==> config.mk <==
export PLATFORM = sky130hd
export DESIGN_NAME = key_length_value_record_parser
export DESIGN_NICKNAME = d
export VERILOG_FILES = /design/src/hw/rtl/klv_pkg.sv /design/src/hw/rtl/klv_front.sv /design/src/hw/rtl/klv_queue.sv /design/src/hw/rtl/klv_back.sv /design/src/hw/rtl/key_length_value_record_parser.sv
export VERILOG_INCLUDE_DIRS = /design/src /design/src/hw/rtl
export SDC_FILE = /design/constraint.sdc
export NUM_CORES = 1
export LEC_CHECK = 0
export BUFFER_PORTS_ARGS = -buffer_cell sky130_fd_sc_hd__buf_4
export CAP_MARGIN = 20
export CORE_MARGIN = 3
export CORE_UTILIZATION = 50
export CTS_CLUSTER_SIZE = 16
export DETAILED_ROUTE_END_ITERATION = 12
export PLACE_DENSITY = 0.68
export SYNTH_ARGS = -nofsm -noshare
export SYNTH_HDL_FRONTEND = slang
export SYNTH_SLANG_ARGS = --single-unit
==> constraint.sdc <==
create_clock -name clk -period 12.2 [get_ports clk]
set_clock_uncertainty 0.15 [all_clocks]
set_input_delay 1.83 -clock clk [delete_from_list [all_inputs] [get_ports clk]]
set_output_delay 1.83 -clock clk [all_outputs]
set_load 0.005 [all_outputs]
==> src/hw/rtl/key_length_value_record_parser_assert.svh <==
// ----------------------------------------------------------------------------
// Assertion macros for the key/length/value record parser
// Concurrent checks clocked by clk and held off while arst_n is low.
// ----------------------------------------------------------------------------
`ifndef KEY_LENGTH_VALUE_RECORD_PARSER_ASSERT_SVH
`define KEY_LENGTH_VALUE_RECORD_PARSER_ASSERT_SVH

`ifndef SYNTHESIS

// Check a property at every rising edge outside reset
`define KLV_ASSERT(label, prop) \
	label: assert property (@(posedge clk) disable iff (!arst_n) prop) \
	else $error("klv check failed");

// Check that a condition never holds
`define KLV_NEVER(label, expr) \
	`KLV_ASSERT(label, !(expr))

`else

`define KLV_ASSERT(label, prop)
`define KLV_NEVER(label, expr)

`endif

`endif

==> src/hw/rtl/klv_pkg.sv <==
// ----------------------------------------------------------------------------
// klv_pkg
// Codes, defaults and item types shared by the record parser modules.
// ----------------------------------------------------------------------------
package klv_pkg;

	// Parameter defaults
	localparam int KEY_MAX_DEF     = 32;
	localparam int OFFSET_BITS_DEF = 16;

	// Parser phases
	localparam logic [1:0] PH_IDLE = 2'd0;
	localparam logic [1:0] PH_KEY  = 2'd1;
	localparam logic [1:0] PH_LEN  = 2'd2;
	localparam logic [1:0] PH_VAL  = 2'd3;

	// Status codes
	localparam logic [2:0] ST_OK         = 3'd0;
	localparam logic [2:0] ST_KEY_LONG   = 3'd1;
	localparam logic [2:0] ST_KEY_SHORT  = 3'd2;
	localparam logic [2:0] ST_LEN_ZERO   = 3'd3;
	localparam logic [2:0] ST_UNFINISHED = 3'd4;

	// Byte classes
	localparam logic [2:0] KIND_PAD = 3'd0;
	localparam logic [2:0] KIND_KEY = 3'd1;
	localparam logic [2:0] KIND_LEN = 3'd2;
	localparam logic [2:0] KIND_VAL = 3'd3;
	localparam logic [2:0] KIND_IGN = 3'd4;

	// One classified input byte
	typedef struct packed {
		logic [7:0] data;
		logic       first;
		logic       last;
		logic       zero;
	} klv_byte_t;

	localparam int BYTE_BITS = $bits(klv_byte_t);

	// One result item
	typedef struct packed {
		logic        region_done;
		logic [15:0] value_start;
		logic [15:0] value_length;
		logic [5:0]  key_length;
		logic        entry_done;
		logic [2:0]  byte_kind;
		logic [2:0]  status;
	} klv_result_t;

endpackage

==> src/hw/rtl/klv_front.sv <==
// ----------------------------------------------------------------------------
// klv_front
// Accepts region bytes, tags each with its region offset and a zero flag.
// ----------------------------------------------------------------------------
module klv_front #(
	parameter int OFFSET_BITS = klv_pkg::OFFSET_BITS_DEF
) (
	input  logic                   clk,
	input  logic                   arst_n,
	input  logic                   in_valid,
	output logic                   in_ready,
	input  logic [7:0]             in_data,
	input  logic                   in_first,
	input  logic                   in_last,
	output logic                   push,
	output klv_pkg::klv_byte_t     push_byte,
	output logic [OFFSET_BITS-1:0] push_off,
	input  logic                   queue_full
);
	import klv_pkg::*;

	logic [OFFSET_BITS-1:0] off_q;
	logic [OFFSET_BITS-1:0] cur_off;

	assign in_ready = !queue_full;
	assign push     = in_valid && in_ready;

	// Restart the offset at a region start
	assign cur_off = in_first ? '0 : off_q;

	// Classify the byte
	always_comb begin
		push_byte.data  = in_data;
		push_byte.first = in_first;
		push_byte.last  = in_last;
		push_byte.zero  = (in_data == 8'd0);
	end
	assign push_off = cur_off;

	// Advance the offset on each transfer
	always_ff @(posedge clk or negedge arst_n) begin
		if (!arst_n) begin
			off_q <= '0;
		end else if (push) begin
			off_q <= cur_off + OFFSET_BITS'(1);
		end
	end

endmodule

==> src/hw/rtl/klv_queue.sv <==
// ----------------------------------------------------------------------------
// klv_queue
// Two-entry queue between the byte front end and the parser back end.
// ----------------------------------------------------------------------------
`include "key_length_value_record_parser_assert.svh"

module klv_queue #(
	parameter int WIDTH = klv_pkg::BYTE_BITS
) (
	input  logic             clk,
	input  logic             arst_n,
	input  logic             push,
	input  logic [WIDTH-1:0] wr_data,
	output logic             full,
	input  logic             pop,
	output logic             rd_valid,
	output logic [WIDTH-1:0] rd_data
);
	import klv_pkg::*;

	localparam int DEPTH = 2;
	localparam int AW    = $clog2(DEPTH);
	localparam int CW    = $clog2(DEPTH + 1);

	logic [WIDTH-1:0] mem [DEPTH];
	logic [AW-1:0]    wr_ptr_q;
	logic [AW-1:0]    rd_ptr_q;
	logic [CW-1:0]    count_q;

	assign full     = (count_q == CW'(DEPTH));
	assign rd_valid = (count_q != '0);
	assign rd_data  = mem[rd_ptr_q];

	// Store entries
	always_ff @(posedge clk) begin
		if (push) begin
			mem[wr_ptr_q] <= wr_data;
		end
	end

	// Move pointers and count
	always_ff @(posedge clk or negedge arst_n) begin
		if (!arst_n) begin
			wr_ptr_q <= '0;
			rd_ptr_q <= '0;
			count_q  <= '0;
		end else begin
			if (push) begin
				wr_ptr_q <= wr_ptr_q + AW'(1);
			end
			if (pop) begin
				rd_ptr_q <= rd_ptr_q + AW'(1);
			end
			if (push && !pop) begin
				count_q <= count_q + CW'(1);
			end else if (pop && !push) begin
				count_q <= count_q - CW'(1);
			end
		end
	end

	`KLV_NEVER(a_push_full, push && full)
	`KLV_NEVER(a_pop_empty, pop && !rd_valid)
	`KLV_ASSERT(a_count_up, push && !pop |=> count_q == $past(count_q) + CW'(1))

endmodule

==> src/hw/rtl/klv_back.sv <==
// ----------------------------------------------------------------------------
// klv_back
// Record state machine and result register; one byte per cycle while the result is not stalled.
// ----------------------------------------------------------------------------
`include "key_length_value_record_parser_assert.svh"

module klv_back #(
	parameter int KEY_MAX     = klv_pkg::KEY_MAX_DEF,
	parameter int OFFSET_BITS = klv_pkg::OFFSET_BITS_DEF
) (
	input  logic                   clk,
	input  logic                   arst_n,
	input  logic                   item_valid,
	output logic                   pop,
	input  klv_pkg::klv_byte_t     item,
	input  logic [OFFSET_BITS-1:0] item_off,
	output logic                   res_valid,
	input  logic                   res_ready,
	output klv_pkg::klv_result_t   res
);
	import klv_pkg::*;

	localparam int KW = $clog2(KEY_MAX + 1);

	logic [1:0]             phase_q;
	logic [KW-1:0]          kcnt_q;
	logic                   lbc_q;
	logic [15:0]            vlen_q;
	logic [OFFSET_BITS-1:0] vstart_q;
	logic [2:0]             err_q;

	logic [1:0]             ph;
	logic [KW-1:0]          kc;
	logic                   lb;
	logic [15:0]            vl;
	logic [OFFSET_BITS-1:0] vs;
	logic [2:0]             err;
	logic [OFFSET_BITS-1:0] off_next;
	klv_result_t            res_nxt;
	logic                   valid_q;
	klv_result_t            res_q;

	// Take a byte when the result register is free or being drained
	assign pop       = item_valid && (!valid_q || res_ready);
	assign res_valid = valid_q;
	assign res       = res_q;
	assign off_next  = item_off + OFFSET_BITS'(1);

	// Parse one byte
	always_comb begin
		ph  = item.first ? PH_IDLE : phase_q;
		kc  = item.first ? '0 : kcnt_q;
		lb  = item.first ? 1'b0 : lbc_q;
		vl  = item.first ? 16'd0 : vlen_q;
		vs  = item.first ? '0 : vstart_q;
		err = item.first ? ST_OK : err_q;

		res_nxt              = '0;
		res_nxt.byte_kind    = KIND_IGN;
		res_nxt.region_done  = item.last;

		if (err == ST_OK) begin
			if (ph == PH_IDLE) begin
				if (item.zero) begin
					res_nxt.byte_kind = KIND_PAD;
				end else begin
					ph = PH_KEY;
				end
			end
			unique case (ph)
				PH_KEY: begin
					res_nxt.byte_kind = KIND_KEY;
					kc = kc + KW'(1);
					if (kc >= KW'(KEY_MAX) && !item.zero) begin
						err = ST_KEY_LONG;
					end else if (item.zero && kc <= KW'(1)) begin
						err = ST_KEY_SHORT;
					end else if (item.zero) begin
						ph = PH_LEN;
					end
				end
				PH_LEN: begin
					res_nxt.byte_kind = KIND_LEN;
					if (!lb) begin
						vl = {8'd0, item.data};
						lb = 1'b1;
					end else begin
						vl = {item.data, vl[7:0]};
						lb = 1'b0;
						if (vl == 16'd0) begin
							err = ST_LEN_ZERO;
						end else begin
							ph = PH_VAL;
							vs = off_next;
						end
					end
				end
				PH_VAL: begin
					res_nxt.byte_kind = KIND_VAL;
					if (vs + OFFSET_BITS'(vl) == off_next) begin
						res_nxt.entry_done   = 1'b1;
						res_nxt.key_length   = 6'(kc);
						res_nxt.value_length = vl;
						res_nxt.value_start  = 16'(vs);
						ph = PH_IDLE;
						kc = '0;
						lb = 1'b0;
						vl = 16'd0;
						vs = '0;
					end
				end
				default: begin
				end
			endcase
			if (item.last && err == ST_OK && ph != PH_IDLE) begin
				err = ST_UNFINISHED;
			end
		end
		res_nxt.status = err;
	end

	// Hold parser state
	always_ff @(posedge clk or negedge arst_n) begin
		if (!arst_n) begin
			phase_q  <= PH_IDLE;
			kcnt_q   <= '0;
			lbc_q    <= 1'b0;
			vlen_q   <= 16'd0;
			vstart_q <= '0;
			err_q    <= ST_OK;
		end else if (pop) begin
			phase_q  <= ph;
			kcnt_q   <= kc;
			lbc_q    <= lb;
			vlen_q   <= vl;
			vstart_q <= vs;
			err_q    <= err;
		end
	end

	// Result valid flag
	always_ff @(posedge clk or negedge arst_n) begin
		if (!arst_n) begin
			valid_q <= 1'b0;
		end else if (pop) begin
			valid_q <= 1'b1;
		end else if (res_ready) begin
			valid_q <= 1'b0;
		end
	end

	// Result payload
	always_ff @(posedge clk) begin
		if (pop) begin
			res_q <= res_nxt;
		end
	end

	`KLV_ASSERT(a_done_is_value, pop && res_nxt.entry_done |-> res_nxt.byte_kind == KIND_VAL)
	`KLV_ASSERT(a_ignored_has_err, pop && res_nxt.byte_kind == KIND_IGN |-> err != ST_OK)
	`KLV_ASSERT(a_err_sticky, pop && !item.first && err_q != ST_OK |=> err_q == $past(err_q))

endmodule

==> src/hw/rtl/key_length_value_record_parser.sv <==
// ----------------------------------------------------------------------------
// key_length_value_record_parser
// Parses a settings region of key/length/value records, one result per byte.
// ----------------------------------------------------------------------------
//  channel  dir  payload
//  s_axis   in   tdata: data_byte; tuser: first_byte; tlast: last_byte
//  m_axis   out  tdata: status..value_start; tuser: byte_kind; tlast: region_done
//
//  One byte per cycle sustained while m_axis_tready stays high; the parser
//  state update in klv_back is combinational, and each byte passes the
//  queue and the result register before its result is offered on m_axis.
//  Reset clears offset, queue, parser state and the result valid flag.
//  A stall on m_axis fills the two-entry queue and then drops s_axis_tready.
// ----------------------------------------------------------------------------
module key_length_value_record_parser #(
	parameter int KEY_MAX     = klv_pkg::KEY_MAX_DEF,
	parameter int OFFSET_BITS = klv_pkg::OFFSET_BITS_DEF
) (
	input  logic        clk,
	input  logic        arst_n,
	input  logic        s_axis_tvalid,
	output logic        s_axis_tready,
	input  logic [7:0]  s_axis_tdata,   // [7:0] data_byte
	input  logic        s_axis_tuser,   // [0] first_byte
	input  logic        s_axis_tlast,
	output logic        m_axis_tvalid,
	input  logic        m_axis_tready,
	// [2:0] status, [3] entry_done, [9:4] key_length,
	// [25:10] value_length, [41:26] value_start, [47:42] zero
	output logic [47:0] m_axis_tdata,
	output logic [2:0]  m_axis_tuser,   // [2:0] byte_kind
	output logic        m_axis_tlast
);
	import klv_pkg::*;

	localparam int QW = BYTE_BITS + OFFSET_BITS;

	logic                   push;
	klv_byte_t              push_byte;
	logic [OFFSET_BITS-1:0] push_off;
	logic                   queue_full;
	logic                   pop;
	logic                   q_valid;
	logic [QW-1:0]          q_data;
	klv_byte_t              q_byte;
	logic [OFFSET_BITS-1:0] q_off;
	klv_result_t            res;

	klv_front #(
		.OFFSET_BITS(OFFSET_BITS)
	) u_front (
		.clk       (clk),
		.arst_n    (arst_n),
		.in_valid  (s_axis_tvalid),
		.in_ready  (s_axis_tready),
		.in_data   (s_axis_tdata),
		.in_first  (s_axis_tuser),
		.in_last   (s_axis_tlast),
		.push      (push),
		.push_byte (push_byte),
		.push_off  (push_off),
		.queue_full(queue_full)
	);

	klv_queue #(
		.WIDTH(QW)
	) u_queue (
		.clk     (clk),
		.arst_n  (arst_n),
		.push    (push),
		.wr_data ({push_off, push_byte}),
		.full    (queue_full),
		.pop     (pop),
		.rd_valid(q_valid),
		.rd_data (q_data)
	);

	// Split queue entry
	assign q_byte = klv_byte_t'(q_data[BYTE_BITS-1:0]);
	assign q_off  = q_data[QW-1:BYTE_BITS];

	klv_back #(
		.KEY_MAX    (KEY_MAX),
		.OFFSET_BITS(OFFSET_BITS)
	) u_back (
		.clk       (clk),
		.arst_n    (arst_n),
		.item_valid(q_valid),
		.pop       (pop),
		.item      (q_byte),
		.item_off  (q_off),
		.res_valid (m_axis_tvalid),
		.res_ready (m_axis_tready),
		.res       (res)
	);

	// Pack result fields
	assign m_axis_tdata = {6'd0, res.value_start, res.value_length, res.key_length,
		res.entry_done, res.status};
	assign m_axis_tuser = res.byte_kind;
	assign m_axis_tlast = res.region_done;

endmodule
-- Word level (Yosys, flattened, before mapping)
Memories as Yosys holds them, arrays and structs flattened.
Cells that the tools add are included.
- add/subtract/negate cells: 8
- order comparisons: 2
- eq/ne operators: 5
- multiplexer cells: 53
- reductions and logical operators: 25
- operator list (kind ; number):
    $mux W16 ; 10
    $pmux W16 S2 ; 2
    $add A16 B1 Y16 const B ; 2
    $mux W3 ; 10
    $mux W2 ; 14
    $mux W6 ; 3
    $add A16 B16 Y16 ; 1
    $eq A16 B16 Y1 ; 1
    $logic_not A16 Y1 ; 1
    $pmux W6 S2 ; 1
    $mux W1 ; 9
    $pmux W3 S3 ; 1
    $logic_and A1 B1 Y1 ; 8
    $logic_not A8 Y1 ; 1
    $reduce_bool A2 Y1 ; 4
    $add A6 B1 Y6 const B ; 1
    $eq A2 B2 Y1 const B ; 3
    $ge A6 B6 Y1 const B ; 1
    $le A6 B1 Y1 const B ; 1
    $logic_not A3 Y1 ; 2
    $pmux W2 S3 ; 1
    $pmux W3 S2 ; 1
    $logic_not A1 Y1 ; 5
    $reduce_and A3 Y1 ; 1
    8 further kinds ; 9
- flip-flop bits (word level): 111
- bits in writable memories: 54
- output and inout bits: 54
- logic and storage cells: 112
- memories kept: 1
- memory list (name ; depth ; bits a word ; read ports ; clocked after memory_dff ; wr ports ; RTL line ; text):
    u_queue.mem ; 2 ; 27 ; 1 ; 0 ; 1 ; klv_queue.sv:25 ; logic [WIDTH-1:0] mem [DEPTH];

-- Logic depth before layout (Yosys ltp)
An unclocked memory read counts as a cell.
- depth after elaboration: 14
- mapped depth: 19

-- Modules after synthesis
From an unflattened synthesis, not the netlist that was laid out.
- cell total of the unflattened synthesis: 875
- area total of the unflattened synthesis: 9245.1 µm²
- by module, submodules not included (module ; instances ; cells an instance ; area each (µm²) ; seq. area each (µm²)):
    klv_back ; 1 ; 650 ; 5888.1 ; 2507.4
    klv_queue ; 1 ; 100 ; 2237.1 ; 1721.7
    klv_front ; 1 ; 118 ; 1071.0 ; 400.4
    key_length_value_record_parser ; 1 ; 7 ; 48.8 ; 0.0

-- Least setup slack after synthesis
OpenSTA, ideal clock, no wires.
- path type: reg-to-reg
- start point: reg u_queue.rd_ptr_q
- end point: reg u_back.kcnt_q[1]
- library setup time: 122 ps
- arrival time: 4622 ps
- required time: 11928 ps
- slack: 7306 ps
- stages on the path, launching flop included: 16
- path buffers: 4
- clock period less this slack: 4894 ps
- cell sequence: dfrtp_1 -> buf_4 -> mux2_4 -> clkbuf_1 -> clkbuf_1 -> buf_1 -> nor2_1 -> ha_1 -> maj3_1 -> a22o_1 -> or4_1 -> o22ai_1 -> xnor2_1 -> or4_4 -> or4_4 -> a32o_1
- word-level cells in the longest chain between the ends: 8
- elaborated cells on any way between the ends: 20
- RTL lines (item ; RTL line ; text):
    start, declared ; klv_queue.sv:27 ; logic [AW-1:0] rd_ptr_q;
    start signal, assigned ; klv_queue.sv:52 ; rd_ptr_q <= rd_ptr_q + AW'(1);
    $mem_v2 Z2 W27 * ; n/a ;
    parallel branches: the longest is 6 deep, another holds $add A16 B16 Y16 ; n/a ;
    $mux W6 * ; klv_back.sv:62 ; if (err == ST_OK) begin
    end signal, assigned ; klv_back.sv:133 ; kcnt_q <= kc;
    end, declared ; klv_back.sv:26 ; logic [KW-1:0] kcnt_q;
Mark *: on every way between the ends. The select of a mux whose other input is x is not followed.
A chain may end at the register's enable or synchronous reset.

-- Worst setup path after layout
- start point: reg u_queue.rd_ptr_q
- end point: reg u_back.vstart_q[4]
- word-level cells in the longest chain between the ends: 8
- elaborated cells on any way between the ends: 22
- RTL lines (item ; RTL line ; text):
    $mem_v2 Z2 W27 * ; n/a ;
    parallel branches: the longest is 6 deep, another holds $add A16 B16 Y16 ; n/a ;
    $mux W16 * ; klv_back.sv:62 ;
    end signal, assigned ; klv_back.sv:136 ; vstart_q <= vs;
    end, declared ; klv_back.sv:29 ; logic [OFFSET_BITS-1:0] vstart_q;
Marks and branches as above.

==> results.txt <==
The number of post-CTS setup repair buffers came out at 0. The via count of the first global-routing pass came to 6093. The average detailed-routed wire length per instance is between 15 and 20 µm. The wire length of the first global-routing pass is about 33000 µm. The library cell used most frequently in the layout, excluding fill and tap cells, is edfxtp_1.

Setup repair after global routing left no endpoint under its margin. The die footprint came out at ~19000 µm². The number of clock buffers added by TritonCTS is 17. The worst path meets setup with 6589 ps of slack. The number of gates resized after CTS was 0.

The number of failing setup endpoints in the final timing report is 0. The largest net degree at the start of global routing came out at 66. The placed instance count is between 1000 and 1500. At the placement stage, the worst setup path has a slack of 6603 ps.

The leakage power came out at 4.087 nW. The net switching power came out at 727.7 µW. The number of distinct library cells after synthesis came out at 73.

The number of inserted diodes came out at 0. The starting density of the core is 0.5115. The number of DRC violations after detailed routing came out at 0. The cell area power density came out at 204.0 nW/µm². The worst-margin pin slew is between 1000 and 1500 ps. The overall overflow remaining after global route came out at 0.

Of the total power, registers draw 0.408. The initialized floorplan defines 48 standard-cell rows. The net switching share of the total power is 0.3546. The synthesized area per cell is 10.84 µm². The root buffer cell is clkbuf_16. The final total power is roughly 2.1 mW. The count of antenna-violating nets left after detailed routing is 0. The run finished with clean final reports. In this run the horizontal extent of the chip is roughly 140 µm.

The data arrival time of the critical path came out at approximately 5700 ps. After routing, the total negative slack on setup checks comes to 0 ps. The fraction of power consumed by combinational cells came out at 0.341. The number of slew-limit violations in the final report came out at 0. The total global routing track utilization is 0.2139.

The quantity of I/O buffers inserted on ports is 61. In this run the tightest slew margin relative to its limit is 0.3151. The top flip-flop cell by instance count after synthesis is edfxtp_1.

The worst vdd rail ir drop came out at 0.1397 mV. The share of the clock period used by the worst path after layout came out at 0.4599. The total via count after detailed routing is between 6000 and 7000. The fraction of final layout cells with drive strength greater than 1 came out at 0.1435. The maximum net fanout on the critical path is between 40 and 50. Based on the critical path, the design can be clocked at up to about 0.18 GHz.

Summed over all instances, the cell type with the most area after synthesis is edfxtp_1. The height of the die is around 140 µm. The clock share of power is 0.251.

The violation count after the first detailed-routing iteration is roughly 570. Across the run, the number of max-cap violations was 0. The clock latency at the later pin of the worst-skew pair came out at 430 ps.

No sink is reached through more buffers than the 2 on the longest clock path. The number of register bits inferred by synthesis came out at around 170. The portion of the post-synthesis area used by sequential elements came out at 0.5233. The number of detailed-routing iterations run before antenna repair came out at 5. The library cells used most frequently in the layout, excluding fill and tap cells, are edfxtp_1 (100), nand2_1 (92), buf_4 (67). In the post-synthesis netlist, the biggest area contributors are edfxtp_1 (34%), dfrtp_1 (18%), nand2_1 (3.9%). The top cell type's share of synthesized area is 0.3394. The core outline area came out at 17300 µm². Yosys printed 0 warnings. STA classifies the critical path startpoint as a flip-flop. In this run, synthesis inferred 100 flip-flops with an integrated enable. The utilization after layout is 0.5817. The area added between synthesis and finish is 13.72%. The post-detailed-routing wire length came out at just over 20000 µm. The via density per instance is ~5.8. The post-cts hold buffer count came out at 0. The total count of hold-check failures in the final report came to 0. The total clock sinks came out at 165. The filler-free cell count of the finished design is about 1100. The worst setup path is of the flip-flop to flip-flop kind. The clock period could shrink to roughly 5600 ps. The internal power contribution is 1.324 mW. The layout has 1500 filler cells.

For this run, the post-layout net count is roughly 900. At the worst endpoint, the required time is around 12000 ps. After legalization and detailed placement, the total HPWL measured ~15000 µm. The worst hold path belongs to the class flip-flop to flip-flop. The gate count of the mapped netlist is 816. The initial antenna violation count is 0.

The endpoint type of the worst setup path is a flip-flop. The clock-pin slew on the worst setup and hold paths came out at about 70 ps. The level count of the clock H-tree came out at 4.

The top-level I/O count came out at approximately 70. The CTS tree is done. The async set-reset flop share out of synthesis is 0.3939. The last weighted congestion value of the routability-driven placer came out at around 0.91. The total standard cell area after synthesis is 8847 µm².
-- metal layers --
layer	global-route usage	wire [µm]	share of wire	up-vias
li1	-	-	-	3061
met3	0.03793	1206	0.060	25
met2	0.3332	9495	0.47	217
met4	0.06334	342	0.017	0
met1	0.3098	9188	0.45	3084
met5	0	0	0	-
-- per-stage QoR --
stage               cell area, µm²  hold slack, ps
CTS                          10060           364.1
global placement              9497           338.3
global route                 10060           378.7
detailed placement            9497           345.2
finish                       10060           359.6
floorplan                     8866           310.8
-- synth_stat cells, types with 4 or more instances --
master	number
a21oi_1	20
a22o_1	4
a31o_2	5
a31oi_1	8
and2_1	34
and3_1	5
buf_4	9
clkbuf_1	23
dfrtp_1	65
edfxtp_1	100
ha_1	19
inv_1	34
maj3_1	4
mux2_2	5
mux2i_1	25
nand2_1	92
nand2b_1	4
nand3_1	29
nand4_1	7
nand4b_1	4
nor2_1	58
nor2b_1	23
nor3_1	26
nor3b_1	4
nor4_1	10
o2111ai_1	4
o211ai_1	5
o21a_1	5
o21ai_0	34
o22ai_1	14
o2bb2ai_1	5
o31a_1	4
o31ai_1	6
xnor2_1	34
xnor3_1	5
xor2_1	22
-- layout make-up --
cell class / count / area (µm²) / area share
clock inverters: 13 / 121.4 / 0.01206
multi-input cells: 586 / 3950 / 0.3926
clock buffers: 19 / 442.9 / 0.04402
flip-flops and latches: 165 / 4631 / 0.4603
well taps: 225 / 281.5 / 0.02798
repair buffers: 67 / 503.0 / 0.04999
inverters: 35 / 131.4 / 0.01306
-- worst max-delay path, cell delays in order, from the launching register on --
cell     delay [ps]
dfrtp_2        1050
mux2_4          650
nor2_1           90
ha_1            270
maj3_1          380
a22o_1          290
or4_1           470
o22ai_1         210
xnor2_1         130
or4_4           600
nor4_1          350
o31a_1          610
o22ai_1         180
-- final timing paths --
kind / endpoint / cells past startpoint / slack [ps] / startpoint
setup / recovery: u_back.vstart_q[4] / 12 / 6590 / u_queue.rd_ptr_q
hold / removal: u_back.res_valid / 2 / 360 / u_back.res_valid
setup reg to reg: u_back.vstart_q[4] / 12 / 6590 / u_queue.rd_ptr_q
hold reg to reg: u_back.res_valid / 2 / 360 / u_back.res_valid
max in group asynchronous: u_queue.rd_ptr_q / 1 / 9910 / arst_n
min in group asynchronous: u_back.kcnt_q[5] / 1 / 1370 / arst_n
-- power by group through the flow --
stage,Combinational (mW),Clock (mW),Sequential (mW)
finish,0.699,0.516,0.837
global route,0.763,0.557,0.854
CTS,0.701,0.527,0.839
detailed placement,0.696,0,0.849
global placement,0.694,0,0.841
floorplan,0.495,0,0.812
-- registers in the layout, indices dropped and copies added (netlist names) --
signal and flops:
u_back.err_q 3, u_back.kcnt_q 6, u_back.lbc_q 1, u_back.phase_q 2
u_back.res 46, u_back.res_valid 1, u_back.vlen_q 16, u_back.vstart_q 16
u_front.off_q 16, u_queue.count_q 2, u_queue.mem 54, u_queue.rd_ptr_q 1
u_queue.wr_ptr_q 1
-- logic make-up after synthesis --
logic type / count (synthesis) / share of synthesized area
DFF: 165 / 0.5233
and+or+nand+nor: 318 / 0.1847
adders and majority gates: 23 / 0.03140
muxes: 32 / 0.03790
xor gates and xnor gates: 64 / 0.07623
AOI/OAI and AO/OA: 143 / 0.1117
other: 1 / 0.0004239
buffers and inverters: 70 / 0.03436
No activity file was read; power rests on OpenSTA's default activity.
